<file path="src/design/akd_pkg.sv">
// Shared constants, payload types and controller encodings for the window counter.
package akd_pkg;

	localparam int MAX_LEN    = 4096;
	localparam int VALUE_BITS = 10;
	localparam int NUM_VALUES = 1 << VALUE_BITS;

	// fixed field widths
	localparam int VALUE_W = 10;
	localparam int HERE_W  = 13;
	localparam int TOTAL_W = 24;
	localparam int CFG_W   = 11;

	// derived widths
	localparam int POS_W  = $clog2(MAX_LEN + 1);   // holds 0..MAX_LEN
	localparam int ADDR_W = $clog2(MAX_LEN);       // window store address
	localparam int VAL_AW = VALUE_BITS;            // count table address
	localparam int CNT_W  = POS_W;                 // per-value occurrence count

	typedef struct packed {
		logic [VALUE_W-1:0] value;
		logic               first;
	} item_t;

	typedef struct packed {
		logic [HERE_W-1:0]  ending_here;
		logic [TOTAL_W-1:0] running_total;
		logic [CFG_W-1:0]   distinct_now;
		logic               overflow;
	} result_t;

	typedef enum logic [3:0] {
		ST_CLEAR,
		ST_IDLE,
		ST_DRAIN_CHK,
		ST_DRAIN_WR,
		ST_CHK,
		ST_ADD,
		ST_SHR_CHK,
		ST_SHR_CNT,
		ST_SHR_UPD,
		ST_FINISH
	} ctrl_state_t;

	typedef enum logic [3:0] {
		OP_NONE,
		OP_CLEAR,
		OP_LATCH,
		OP_DRAIN_WR,
		OP_SEQ_CLR,
		OP_PUSH,
		OP_ADD,
		OP_SHR_CNT,
		OP_SHR_UPD,
		OP_FINISH
	} dp_op_t;

	typedef struct packed {
		dp_op_t op;
	} dp_cmd_t;

	typedef struct packed {
		logic clear_last;   // reset clearing pass at last table entry
		logic drain_more;   // new sequence and old window not yet empty
		logic full;         // sequence already holds MAX_LEN elements
		logic shrink_more;  // window must drop its front element
		logic out_busy;     // result register still holds an untaken result
	} dp_status_t;

endpackage

</file>
<file path="src/design/akd_ctrl.sv">
// Controller state machine: sequences clearing, draining, insert and shrink steps.
module akd_ctrl (
	input  logic               clk,
	input  logic               arst_n,
	input  logic               item_valid,
	output logic               item_ready,
	input  akd_pkg::dp_status_t status,
	output akd_pkg::dp_cmd_t   cmd
);

	akd_pkg::ctrl_state_t state_q, state_d;

	always_ff @(posedge clk or negedge arst_n) begin
		if (!arst_n) begin
			state_q <= akd_pkg::ST_CLEAR;
		end else begin
			state_q <= state_d;
		end
	end

	always_comb begin
		state_d    = state_q;
		cmd.op     = akd_pkg::OP_NONE;
		item_ready = 1'b0;
		case (state_q)
			akd_pkg::ST_CLEAR: begin
				cmd.op = akd_pkg::OP_CLEAR;
				if (status.clear_last) begin
					state_d = akd_pkg::ST_IDLE;
				end
			end
			akd_pkg::ST_IDLE: begin
				item_ready = 1'b1;
				if (item_valid) begin
					cmd.op  = akd_pkg::OP_LATCH;
					state_d = akd_pkg::ST_DRAIN_CHK;
				end
			end
			akd_pkg::ST_DRAIN_CHK: begin
				// store read of the front element is always in flight
				if (status.drain_more) begin
					state_d = akd_pkg::ST_DRAIN_WR;
				end else begin
					cmd.op  = akd_pkg::OP_SEQ_CLR;
					state_d = akd_pkg::ST_CHK;
				end
			end
			akd_pkg::ST_DRAIN_WR: begin
				cmd.op  = akd_pkg::OP_DRAIN_WR;
				state_d = akd_pkg::ST_DRAIN_CHK;
			end
			akd_pkg::ST_CHK: begin
				if (status.full) begin
					state_d = akd_pkg::ST_FINISH;
				end else begin
					cmd.op  = akd_pkg::OP_PUSH;
					state_d = akd_pkg::ST_ADD;
				end
			end
			akd_pkg::ST_ADD: begin
				cmd.op  = akd_pkg::OP_ADD;
				state_d = akd_pkg::ST_SHR_CHK;
			end
			akd_pkg::ST_SHR_CHK: begin
				if (status.shrink_more) begin
					state_d = akd_pkg::ST_SHR_CNT;
				end else begin
					state_d = akd_pkg::ST_FINISH;
				end
			end
			akd_pkg::ST_SHR_CNT: begin
				cmd.op  = akd_pkg::OP_SHR_CNT;
				state_d = akd_pkg::ST_SHR_UPD;
			end
			akd_pkg::ST_SHR_UPD: begin
				cmd.op  = akd_pkg::OP_SHR_UPD;
				state_d = akd_pkg::ST_SHR_CHK;
			end
			akd_pkg::ST_FINISH: begin
				if (!status.out_busy) begin
					cmd.op  = akd_pkg::OP_FINISH;
					state_d = akd_pkg::ST_IDLE;
				end
			end
			default: begin
				state_d = akd_pkg::ST_IDLE;
			end
		endcase
	end

endmodule

</file>
<file path="config.mk">
export PLATFORM = sky130hd
export DESIGN_NAME = akd_ctrl
export DESIGN_NICKNAME = d
export VERILOG_FILES = /design/src/design/akd_pkg.sv /design/src/design/akd_ctrl.sv
export SDC_FILE = /design/constraint.sdc
export NUM_CORES = 1
export LEC_CHECK = 0
export BUFFER_PORTS_ARGS = -buffer_cell sky130_fd_sc_hd__buf_2
export CAP_MARGIN = 5
export CORE_AREA = 4 4 41 43
export CTS_CLUSTER_DIAMETER = 150
export DETAILED_ROUTE_END_ITERATION = 10
export DIE_AREA = 0 0 45 47
export GPL_TIMING_DRIVEN = 1
export MAX_ROUTING_LAYER = met4
export SYNTH_ARGS = -nofsm -noshare
export SYNTH_HDL_FRONTEND = slang
export SYNTH_SLANG_ARGS = --single-unit
export TNS_END_PERCENT = 10
</file>
<file path="constraint.sdc">
create_clock -name clk -period 3.4 [get_ports clk]
set_input_delay 0.34 -clock clk [delete_from_list [all_inputs] [get_ports clk]]
set_output_delay 0.34 -clock clk [all_outputs]
set_load 0.05 [all_outputs]
</file>
## Yosys cells after proc, flatten, opt, wreduce, memory -nomap -nowiden

Index checks and enable logic that the tools add are counted.

| word-level totals | value |
|---|---|
| flip-flop bits (word level) | 4 |
| input port bits | 8 |
| logic and storage cells | 29 |
| output and inout port bits | 5 |

| operators by class | value |
|---|---|
| eq/ne operators | 12 |
| muxes and demuxes | 13 |
| reductions and logical operators | 3 |

Operators by type and width:

| cell | number |
|---|---|
| one-hot mux 4 bit (9 select lines) | 2 |
| two-way mux 4 bit | 6 |
| equality test 4 x 3 -> 1 bit, second input constant | 4 |
| two-way mux 3 bit | 3 |
| equality test 4 x 2 -> 1 bit, second input constant | 2 |
| equality test 4 bit, second input constant | 2 |
| != test 2 bit, second input constant | 3 |
| equality test 4 x 1 -> 1 bit, second input constant | 1 |
| logical NOT 4 bit | 1 |
| AND reduction 3 bit | 1 |
| two-way mux 2 bit | 1 |
| OR reduction 2 bit | 1 |
| two-way mux 1 bit | 1 |

## Logic depth before layout (Yosys ltp)

Gate-level depths: netlist of the first run.

| logic depth | value |
|---|---|
| depth in word-level cells | 3 |
| depth in mapped cells | 4 |
| mapped depth without buffers | 3 |

## Worst setup path before layout of the first run

No wires, ideal clock.

| timing | value |
|---|---|
| path type | register -> output |
| start | register state_q[1] |
| end | output cmd[2] (netlist name) |
| data required time | 3.060 ns |
| setup slack | 1.326 ns |
| data arrival time | 1.734 ns |
| cell stages (with the launch flop) | 4 |
| path buffers | 0 |
| path through | dfrtp_1 -> inv_2 -> or4_1 -> a21oi_1 |

RTL lines:

| item | RTL line | RTL |
|---|---|---|
| start, declared | akd_ctrl.sv:11 | `akd_pkg::ctrl_state_t state_q, state_d;` |
| start signal, assigned | akd_ctrl.sv:15 | `state_q <= akd_pkg::ST_CLEAR;` |
| start signal, assigned | akd_ctrl.sv:17 | `state_q <= state_d;` |
| end, declared | akd_ctrl.sv:8 | `output akd_pkg::dp_cmd_t cmd` |

==> out/metrics.cfg, run 1 <==
[run_status]
status = complete, no violations

[global_route]
grt_max_degree = 17
antenna_found_initial = 0
first_global_vias = 369
grt_overflow = 0
grt_first_pass_wirelength_um = 1530
grt.total_usage_pct = 10.9

[synthesis]
synthTopCellsByArea = dfrtp_1 (27%), nand2b_1 (6.8%), nor2b_1 (5.1%), a2111oi_0 (4.8%), o21ai_1 (4.1%)
avgSynthCellArea_um2 = 8.12
yosysWarnings = 0
synth_cell_types = 29
synthesis.instances = 45
synth.net_count = 53
yosysSeqAreaShare_pct = 27.4
syn_area_um2 = 365
synth_area_leader_cell = dfrtp_1
ys_ff_latch = 4
yosysTopAreaCellShare_pct = 27.4

[pwr]
worst_ir_drop_vdd_uv = 579
internal-power_w = 0.000214
clkPwrFrac_pct = 12.3
combinationalPowerShare_pct = 60.6
leakage_nw = 0.205
p_seq_share_pct = 27.1
power.density_mw_per_mm2 = 1070
swShare_pct = 56.5
switchingPower_w = 0.000277

[setup_path]
crit_type = flop to output pin
worst_ep_arrival_time_ns = 1.83
worstPathMaxFanout = 15
crit_path_start_kind = flop
cp-end-kind = output pin
reg2regPathDepth = 3
worstPathRequired_ns = 3.06

[clocking]
clock-sinks = 4
htreeDepth = 1
post-cts-setup-buffer-count = 0
cts_buffer_depth = 2
clkTransAtPathRegs_ns = 0.04
root_buffer = clkbuf_4
cts_buffers = 3
clkLatencyLatePin_ns = 0.24
cts_tree = built

[final_layout]
layout.nets = 67
fillerInstances = 151
final_area_um2 = 457
regMostFlops = state_q
diodes = 0
areaGrowthSynthToFinish_pct = 25.0
reg_top3 = state_q (4)
drive_gt1_share_pct = 29.8
largest_reg_flops = 4

[place]
dpl_cell_area_um2 = 424
dp_hpwl_um = 633
routabilityCongestion = 0.786
port_buffers = 12

[timing]
maxSlewHeadroom_pct = 71.9
hold_viol = 0
finClkSkew_ns = 0.00206
slew_viol_final = 0
min_period_ns = 2.17
rsz0062_at_grt = false
fmax_ghz = 0.461
setup_violations = 0
fin_setup_tns_ns = 0
hold_ws_ns = 0.392
worstMarginPinSlew_ns = 0.411
period_share_pct = 63.9

[hold_path]
min_path_type = input port to flop
min_path_cells = 3

[drt]
ant_nets = 0
vias = 395
drt-initial-drc-count = 10
drc_errors = 0
wl_per_cell_um = 12.6
routed_via_density = 5.49
wirelength_um = 907
drt_first_pass_iters = 4

[floorplan]
core-area_mm2 = 0.00130
die_area_mm2 = 0.00212
fp-row-count = 13
initial_core_util_pct = 28.1
die_w_um = 45
die_h_um = 47
num_io_pins = 13

[run]
max_cap_viol_count = 0

[layer usage]
layer  vias up  share of wire [%]  wire length (um)  track usage (%)
li1        198                  -                 -                -
met1       180                 48               435             12.9
met2        13                 42               381             14.1
met3         4                6.6                60             4.60
met4         0                3.2                29             8.77
met5         -                  0                 0                -
[through the flow]
stage	utilization (%)	setup slack (ns)	instances	total power, W
floorplan	-	1.33	45	0.000374
global placement	32.6	1.52	68	0.000427
detailed placement	32.6	1.47	68	0.000431
CTS	35.1	1.22	72	0.000495
global route	35.1	1.11	72	0.000527
finish	35.1	1.23	72	0.000491
[worst paths after layout]
path,startpoint,end,slack (ns)
min in group asynchronous,arst_n,state_q[3]$_DFFE_PN0P_,0.43
worst max-delay path,state_q[1]$_DFFE_PN0P_,cmd[2],1.23
worst min register to register,state_q[3]$_DFFE_PN0P_,state_q[0]$_DFFE_PN0P_,0.70
worst max register to register,state_q[1]$_DFFE_PN0P_,state_q[2]$_DFFE_PN0P_,2.00
worst min-delay path,status[0],state_q[3]$_DFFE_PN0P_,0.39
max in group asynchronous,arst_n,state_q[1]$_DFFE_PN0P_,2.85
[worst max-delay path, cell delays in order, from the launching register on]
cell	delay, ns
dfrtp_1	0.58
inv_2	0.07
or4_1	0.51
a21oi_1	0.15
buf_2	0.28
[layout by cell type (no fill, tap or decap), types with 2 or more instances in the layout]
cell	instances
buf_2	12
nand2b_1	4
dfrtp_1	4
o21ai_1	3
nor2b_1	3
clkbuf_4	3
nor3_1	2
a21oi_1	2
nor2_1	2
o21ai_0	2
a2111oi_0	2
[repair_timing]
item,CTS,global route
endpoints found under the hold margin,4,0
hold buffers,1,0
resized for setup,0,0
[power groups by stage]
stage	logic [W]	clock network [W]	registers, W
after global routing	0.000319	0.0000664	0.000141
after global placement	0.000295	0	0.000132
after detailed placement	0.000297	0	0.000134
final	0.000297	0.0000604	0.000133
after floorplan	0.000288	0	0.0000867
after CTS	0.000300	0.0000633	0.000132
[cell type report]
cell class                      count  area [um2]  share of cell area [%]
Multi-Input combinational cell     36         241                    52.9
Clock buffer                        3        22.5                    4.93
Inverter                            1        3.75                   0.822
Timing Repair Buffer               13        70.1                    15.3
Sequential cell                     4         100                    21.9
Tap cell                           15        18.8                    4.11
[cells in the mapped netlist, drive strengths merged]
| master | count |
|---|---|
| nor4bb | 1 |
| mux2i | 1 |
| nor2b | 3 |
| a21o | 1 |
| and3b | 1 |
| nor3 | 2 |
| nand2 | 1 |
| nand2b | 4 |
| o21ai | 5 |
| a2111oi | 2 |
| a21oi | 2 |
| o21a | 1 |
| nor3b | 1 |
| a31o | 1 |
| o221ai | 1 |
| o32ai | 1 |
| or4 | 1 |
| nor2 | 2 |
| dfrtp | 4 |
| or3b | 1 |
| a211oi | 1 |
| o21bai | 1 |
| o22ai | 1 |
| inv | 1 |
| clkbuf | 2 |
| o31a | 1 |
| buf | 2 |
[kinds of logic (layout without fill, tap and decap cells)]
logic type | Yosys count | in the layout | synth area share (%)
buf+inv | 5 | 17 | 6.51
mux | 1 | 1 | 2.74
compound gates | 18 | 18 | 33.9
simple gates | 17 | 17 | 29.5
flops | 4 | 4 | 27.4
Note: power is estimated with default switching activity, not from simulation.
==> run 2: changes to the inputs <==
==> constraint.sdc (replaced) <==
create_clock -name clk -period 1.8 [get_ports clk]
set_input_delay 0.18 -clock clk [delete_from_list [all_inputs] [get_ports clk]]
set_output_delay 0.18 -clock clk [all_outputs]
set_load 0.05 [all_outputs]
==> out/metrics.cfg, run 2 (synthesis results as in run 1) <==
[run_status]
status = complete, no violations

[floorplan]
die_h_um = 47  ; unchanged
die_area_mm2 = 0.00212  ; unchanged
die_w_um = 45  ; unchanged
num_io_pins = 13  ; unchanged
initial_core_util_pct = 28.1  ; unchanged
fp-row-count = 13  ; unchanged
core-area_mm2 = 0.00130  ; unchanged

[clocking]
clkTransAtPathRegs_ns = 0.04  ; about the same
cts_tree = built
cts_buffer_depth = 2  ; unchanged
cts_buffers = 3  ; unchanged
clkLatencyLatePin_ns = 0.23  ; about the same
htreeDepth = 1  ; unchanged
clock-sinks = 4  ; unchanged
root_buffer = clkbuf_4

[timing]
period_share_pct = 96.7
fin_setup_tns_ns = 0  ; unchanged
fmax_ghz = 0.574
maxSlewHeadroom_pct = 75.8  ; +3.9 points
finClkSkew_ns = 0.00113  ; -0.000931 ns
slew_viol_final = 0  ; unchanged
min_period_ns = 1.74
rsz0062_at_grt = true
worstMarginPinSlew_ns = 0.354  ; -0.0576 ns
setup_violations = 0  ; unchanged
hold_viol = 0  ; unchanged

[pwr]
power.density_mw_per_mm2 = 2060  ; +92%
internal-power_w = 0.000514  ; +140%
leakage_nw = 0.234  ; +14%
worst_ir_drop_vdd_uv = 1000  ; +73%
clkPwrFrac_pct = 10.3  ; -2.0 points
combinationalPowerShare_pct = 73.0  ; +12 points
switchingPower_w = 0.000557  ; +100%
finalPower_w = 0.00107  ; +120%
swShare_pct = 52.0  ; -4.5 points
p_seq_share_pct = 16.7  ; -10 points

[drt]
drt-initial-drc-count = 10  ; unchanged
wl_met3_um = 72  ; +20%
routed_via_density = 5.29  ; -3.7%
highest_layer = met3
wirelength_um = 1000  ; +10%
ant_nets = 0  ; unchanged
drt_first_pass_iters = 4  ; unchanged
vias = 407  ; +3.0%
drc_errors = 0  ; unchanged
met1_length_um = 474  ; +9.0%
wl_per_cell_um = 13.0  ; +3.2%
wl_met2_um = 454  ; +19%

[setup_path]
crit_type = flop to output pin
crit_path_start = state_q[1]$_DFFE_PN0P_
worst_ep_arrival_time_ns = 1.56  ; -0.27 ns
r2r-start = state_q[1]$_DFFE_PN0P_
path_cells = inv_2 -> or4_1 -> a21oi_2 -> buf_6
cpMaxStageDelayCell = or4_1
crit_path_start_kind = flop
crit_buf_inv = 2  ; unchanged
max_stage_delay_ns = 0.52  ; -0.06 ns
cp_top_family = simple AND/OR/NAND/NOR gates
worstPathMaxFanout = 7  ; -8
worstPathRequired_ns = 1.62  ; -1.44 ns
regToRegSetupSlack_ns = 0.46  ; -1.54 ns
cp-end-kind = output pin

[final_layout]
drive_gt1_share_pct = 43.5  ; +14 points
final_area_um2 = 520  ; +14%
diodes = 0  ; unchanged
fillerInstances = 142  ; -6.0%
areaGrowthSynthToFinish_pct = 42.5
reg_top3 = state_q (4)
layout.nets = 72  ; +7.5%
largest_reg_flops = 4  ; unchanged
mostFrequentLayoutCell = buf_2
final_cell_mix = buf_2 (10), buf_4 (5), nand2b_1 (4)
regMostFlops = state_q

[place]
dpl_cell_area_um2 = 458  ; +8.0%
dp_hpwl_um = 719  ; +14%
routabilityCongestion = 0.887  ; +13%
port_buffers = 12  ; unchanged

[global_route]
first_global_vias = 368  ; -0.27%
antenna_found_initial = 0  ; unchanged
grt_overflow = 0  ; unchanged
grt_max_degree = 16  ; -1
grt.total_usage_pct = 10.4  ; -0.52 points
grt_first_pass_wirelength_um = 1570  ; +2.3%

[run]
max_cap_viol_count = 0  ; unchanged

[hold_path]
min_path_type = input port to flop
holdCritStartpoint = status[0]

run 2: through the flow:
step	cells	utilization [%]	setup slack [ns]	hold slack, ns
3_5_place_dp	72	35.2	0.183	-0.0117
3_3_place_gp	72	35.2	0.193	-0.0110
5_1_grt	77	40.0	-0.00993	0.263
6_report	77	40.0	0.0589	0.246
4_1_cts	76	38.4	0.0214	0.237
2_1_floorplan	45	-	-0.0918	-0.116
run 2: worst reg2reg max path: stages (launching register included):
cell	delay, ns
dfrtp_2	0.42
buf_4	0.12
buf_4	0.14
nor3b_1	0.05
a2111oi_0	0.37
o21ai_1	0.11
run 2: repair_timing:
item / 4_1_cts / 5_1_grt
resized for setup: 4 / 5
hold endpoints to repair: 4 / 0
buffers inserted: 0 / 1
setup endpoints to repair: 2 / 2
pin swaps: 0 / 1
hold buffers: 1 / 0
run 2: path summary, 6_finish.rpt:
| kind | end | cells after the start |
|---|---|---|
| max | cmd[2] | 4 |
| min | state_q[3]$_DFFE_PN0P_ | 3 |
| max reg2reg | state_q[0]$_DFFE_PN0P_ | 5 |
| min reg2reg | state_q[2]$_DFFE_PN0P_ | 1 |
| max in group asynchronous | state_q[2]$_DFFE_PN0P_ | 2 |
| min in group asynchronous | state_q[0]$_DFFE_PN0P_ | 2 |
run 2: area by class of cell:
class	count	area (um2)	share of cell area [%]
Sequential cell	4	103	19.7
Tap cell	15	18.8	3.61
Multi-Input combinational cell	36	253	48.6
Clock buffer	3	22.5	4.33
Inverter	1	3.75	0.721
Timing Repair Buffer	18	120	23.1
run 2: layer usage:
metal  vias up  GRT usage (%)
met4         0           1.75
met1       184           14.4
met3         0           3.45
met2        14           14.7
met5         -              -
li1        209              -
run 2: power by group through the flow:
stage                     registers [W]  clock network, W  logic [W]
after floorplan                0.000164                 0   0.000549
after global placement         0.000171                 0   0.000707
after detailed placement       0.000174                 0   0.000703
after CTS                      0.000175          0.000113   0.000733
after global routing           0.000184          0.000120   0.000843
final                          0.000179          0.000111   0.000782
==> run 3: changes to the inputs <==
--- a/config.mk
+++ b/config.mk
@@ -5,7 +5,7 @@
 export SDC_FILE = /design/constraint.sdc
 export NUM_CORES = 1
 export LEC_CHECK = 0
-export BUFFER_PORTS_ARGS = -buffer_cell sky130_fd_sc_hd__buf_2
+export BUFFER_PORTS_ARGS = -buffer_cell sky130_fd_sc_hd__buf_4
 export CAP_MARGIN = 5
 export CORE_AREA = 4 4 41 43
 export CTS_CLUSTER_DIAMETER = 150
@@ -13,6 +13,7 @@
 export DIE_AREA = 0 0 45 47
 export GPL_TIMING_DRIVEN = 1
 export MAX_ROUTING_LAYER = met4
+export SKIP_CTS_REPAIR_TIMING = 1
 export SYNTH_ARGS = -nofsm -noshare
 export SYNTH_HDL_FRONTEND = slang
 export SYNTH_SLANG_ARGS = --single-unit
==> out/metrics.cfg, run 3 (synthesis results as in run 1) <==
[run_status]
status = complete, no violations

[floorplan]
die_w_um = 45  ; unchanged
die_h_um = 47  ; unchanged
fp-row-count = 13  ; unchanged
num_io_pins = 13  ; unchanged
initial_core_util_pct = 28.1  ; unchanged
core-area_mm2 = 0.00130  ; unchanged
die_area_mm2 = 0.00212  ; unchanged

[timing]
maxSlewHeadroom_pct = 74.4  ; -1.4 points
setup_violations = 0  ; unchanged
hold_viol = 0  ; unchanged
min_period_ns = 1.76  ; +0.0192 ns
slew_viol_final = 0  ; unchanged
finClkSkew_ns = 0.00812  ; +0.00700 ns
period_share_pct = 97.8  ; +1.1 points
worstMarginPinSlew_ns = 0.374  ; +0.0204 ns
fmax_ghz = 0.568  ; -1.1%

[drt]
drc_errors = 0  ; unchanged
drt_first_pass_iters = 5  ; +1
ant_nets = 0  ; unchanged
wirelength_um = 983  ; -1.8%
drt-initial-drc-count = 7  ; -3
vias = 423  ; +3.9%
routed_via_density = 5.49  ; +3.9%
wl_per_cell_um = 12.8  ; -1.8%

[pwr]
worst_ir_drop_vdd_uv = 1040  ; +3.6%
leakage_nw = 0.241  ; +2.8%
power.density_mw_per_mm2 = 2000  ; -2.7%

[clocking]
clkLatencyLatePin_ns = 0.24  ; about the same
cts_buffer_depth = 2  ; unchanged
clkTransAtPathRegs_ns = 0.03  ; about the same
cts_buffers = 3  ; unchanged
cts_tree = built
htreeDepth = 1  ; unchanged
clock-sinks = 4  ; unchanged
root_buffer = clkbuf_4

[global_route]
first_global_vias = 387  ; +5.2%
grt_overflow = 0  ; unchanged
grt_max_degree = 16  ; unchanged
antenna_found_initial = 0  ; unchanged
grt_first_pass_wirelength_um = 1610  ; +2.6%
grt.total_usage_pct = 11.0  ; +0.59 points

[final_layout]
drive_gt1_share_pct = 40.3  ; -3.2 points
finish.utilization_pct = 41.4  ; +1.4 points
layout.nets = 72  ; unchanged
largest_reg_flops = 4  ; unchanged
final_cell_mix = buf_4 (15), nand2b_1 (4)
diodes = 0  ; unchanged
regMostFlops = state_q
areaGrowthSynthToFinish_pct = 47.6
final_area_um2 = 539  ; +3.6%
reg_top3 = state_q (4)
mostFrequentLayoutCell = buf_4

[place]
routabilityCongestion = 0.799  ; -9.9%
dp_hpwl_um = 724  ; +0.68%
dpl_cell_area_um2 = 495  ; +8.2%
port_buffers = 12  ; unchanged

[setup_path]
r2r-start = state_q[1]$_DFFE_PN0P_
reg2regPathDepth = 4  ; -1
worstPathRequired_ns = 1.62  ; about the same
reg2reg_to = state_q[0]$_DFFE_PN0P_
worst_ep_arrival_time_ns = 1.58  ; +0.02 ns
worstPathMaxFanout = 4  ; -3
crit_type = flop to output pin
regToRegSetupSlack_ns = 0.52  ; +0.06 ns
crit_path_start = state_q[1]$_DFFE_PN0P_
cp-end-kind = output pin
crit_path_start_kind = flop
crit_path_end = cmd[2]

[hold_path]
holdCritStartpoint = status[0]
min_path_type = input port to flop

[run]
max_cap_viol_count = 0  ; unchanged

==> run 3: cell count changes in the layout (fill, tap and decap cells not counted) <==
cell	delta
o21ai_1	+1
o21ai_2	-1
dfrtp_1	+1
a2111oi_0	+1
dfrtp_2	-1
buf_4	+10
buf_2	-10
a2111oi_1	-1
==> run 3: per-stage QoR <==
step | setup TNS [ns] | hold WS, ns | total power (W) | cells | setup WS [ns]
2_1_floorplan | -0.109 | -0.116 | 0.000713 | 45 | -0.0918
3_3_place_gp | 0 | -0.0235 | 0.000939 | 73 | 0.240
3_5_place_dp | 0 | -0.0243 | 0.000933 | 73 | 0.235
4_1_cts | -0.0297 | -0.278 | 0.00105 | 76 | -0.0297
5_1_grt | -0.00233 | 0.242 | 0.00116 | 77 | -0.00155
6_report | 0 | 0.242 | 0.00108 | 77 | 0.0397
==> run 3: layout make-up <==
| type | count | area [um2] |
|---|---|---|
| timing repair buffer | 18 | 145 |
| clock buffer | 3 | 22.5 |
| multi-input combinational | 36 | 248 |
| sequential | 4 | 101 |
| fill | 145 | 762 |
| tap | 15 | 18.8 |
| inverter | 1 | 3.75 |
==> run 3: worst min path at each step <==
stage,cells past startpoint,to,slack [ns]
6_report,3,state_q[3]$_DFFE_PN0P_,0.24
5_1_grt,3,state_q[3]$_DFFE_PN0P_,0.24
4_1_cts,1,state_q[2]$_DFFE_PN0P_,-0.28
3_5_place_dp,1,state_q[3]$_DFFE_PN0P_,-0.02
3_3_place_gp,1,state_q[1]$_DFFE_PN0P_,-0.02
2_1_floorplan,0,state_q[0]$_DFFE_PN0P_,-0.12
==> run 3: worst max-delay path, cell delays in order (launching register included) <==
cell and delay, ns:
dfrtp_1 0.41, inv_2 0.06, or4_1 0.53, a21oi_2 0.17
buf_6 0.17
==> run 3: per-layer routing <==
metal | global-route usage (%) | vias up | part of all wire [%]
met5 | - | - | 0
met4 | 8.77 | 0 | 0.92
met3 | 2.30 | 2 | 8.0
met2 | 17.2 | 16 | 48
met1 | 12.0 | 198 | 43
li1 | - | 207 | -
==> run 3: where the power goes <==
| group | switching, W | leakage [nW] | total [W] | internal (W) |
|---|---|---|---|---|
| logic | 0.000468 | 0.178 | 0.000793 | 0.000324 |
| registers | 0.0000447 | 0.0493 | 0.000175 | 0.000130 |
| clock network | 0.0000378 | 0.0138 | 0.000112 | 0.0000746 |
| total | 0.000551 | 0.241 | 0.00108 | 0.000529 |
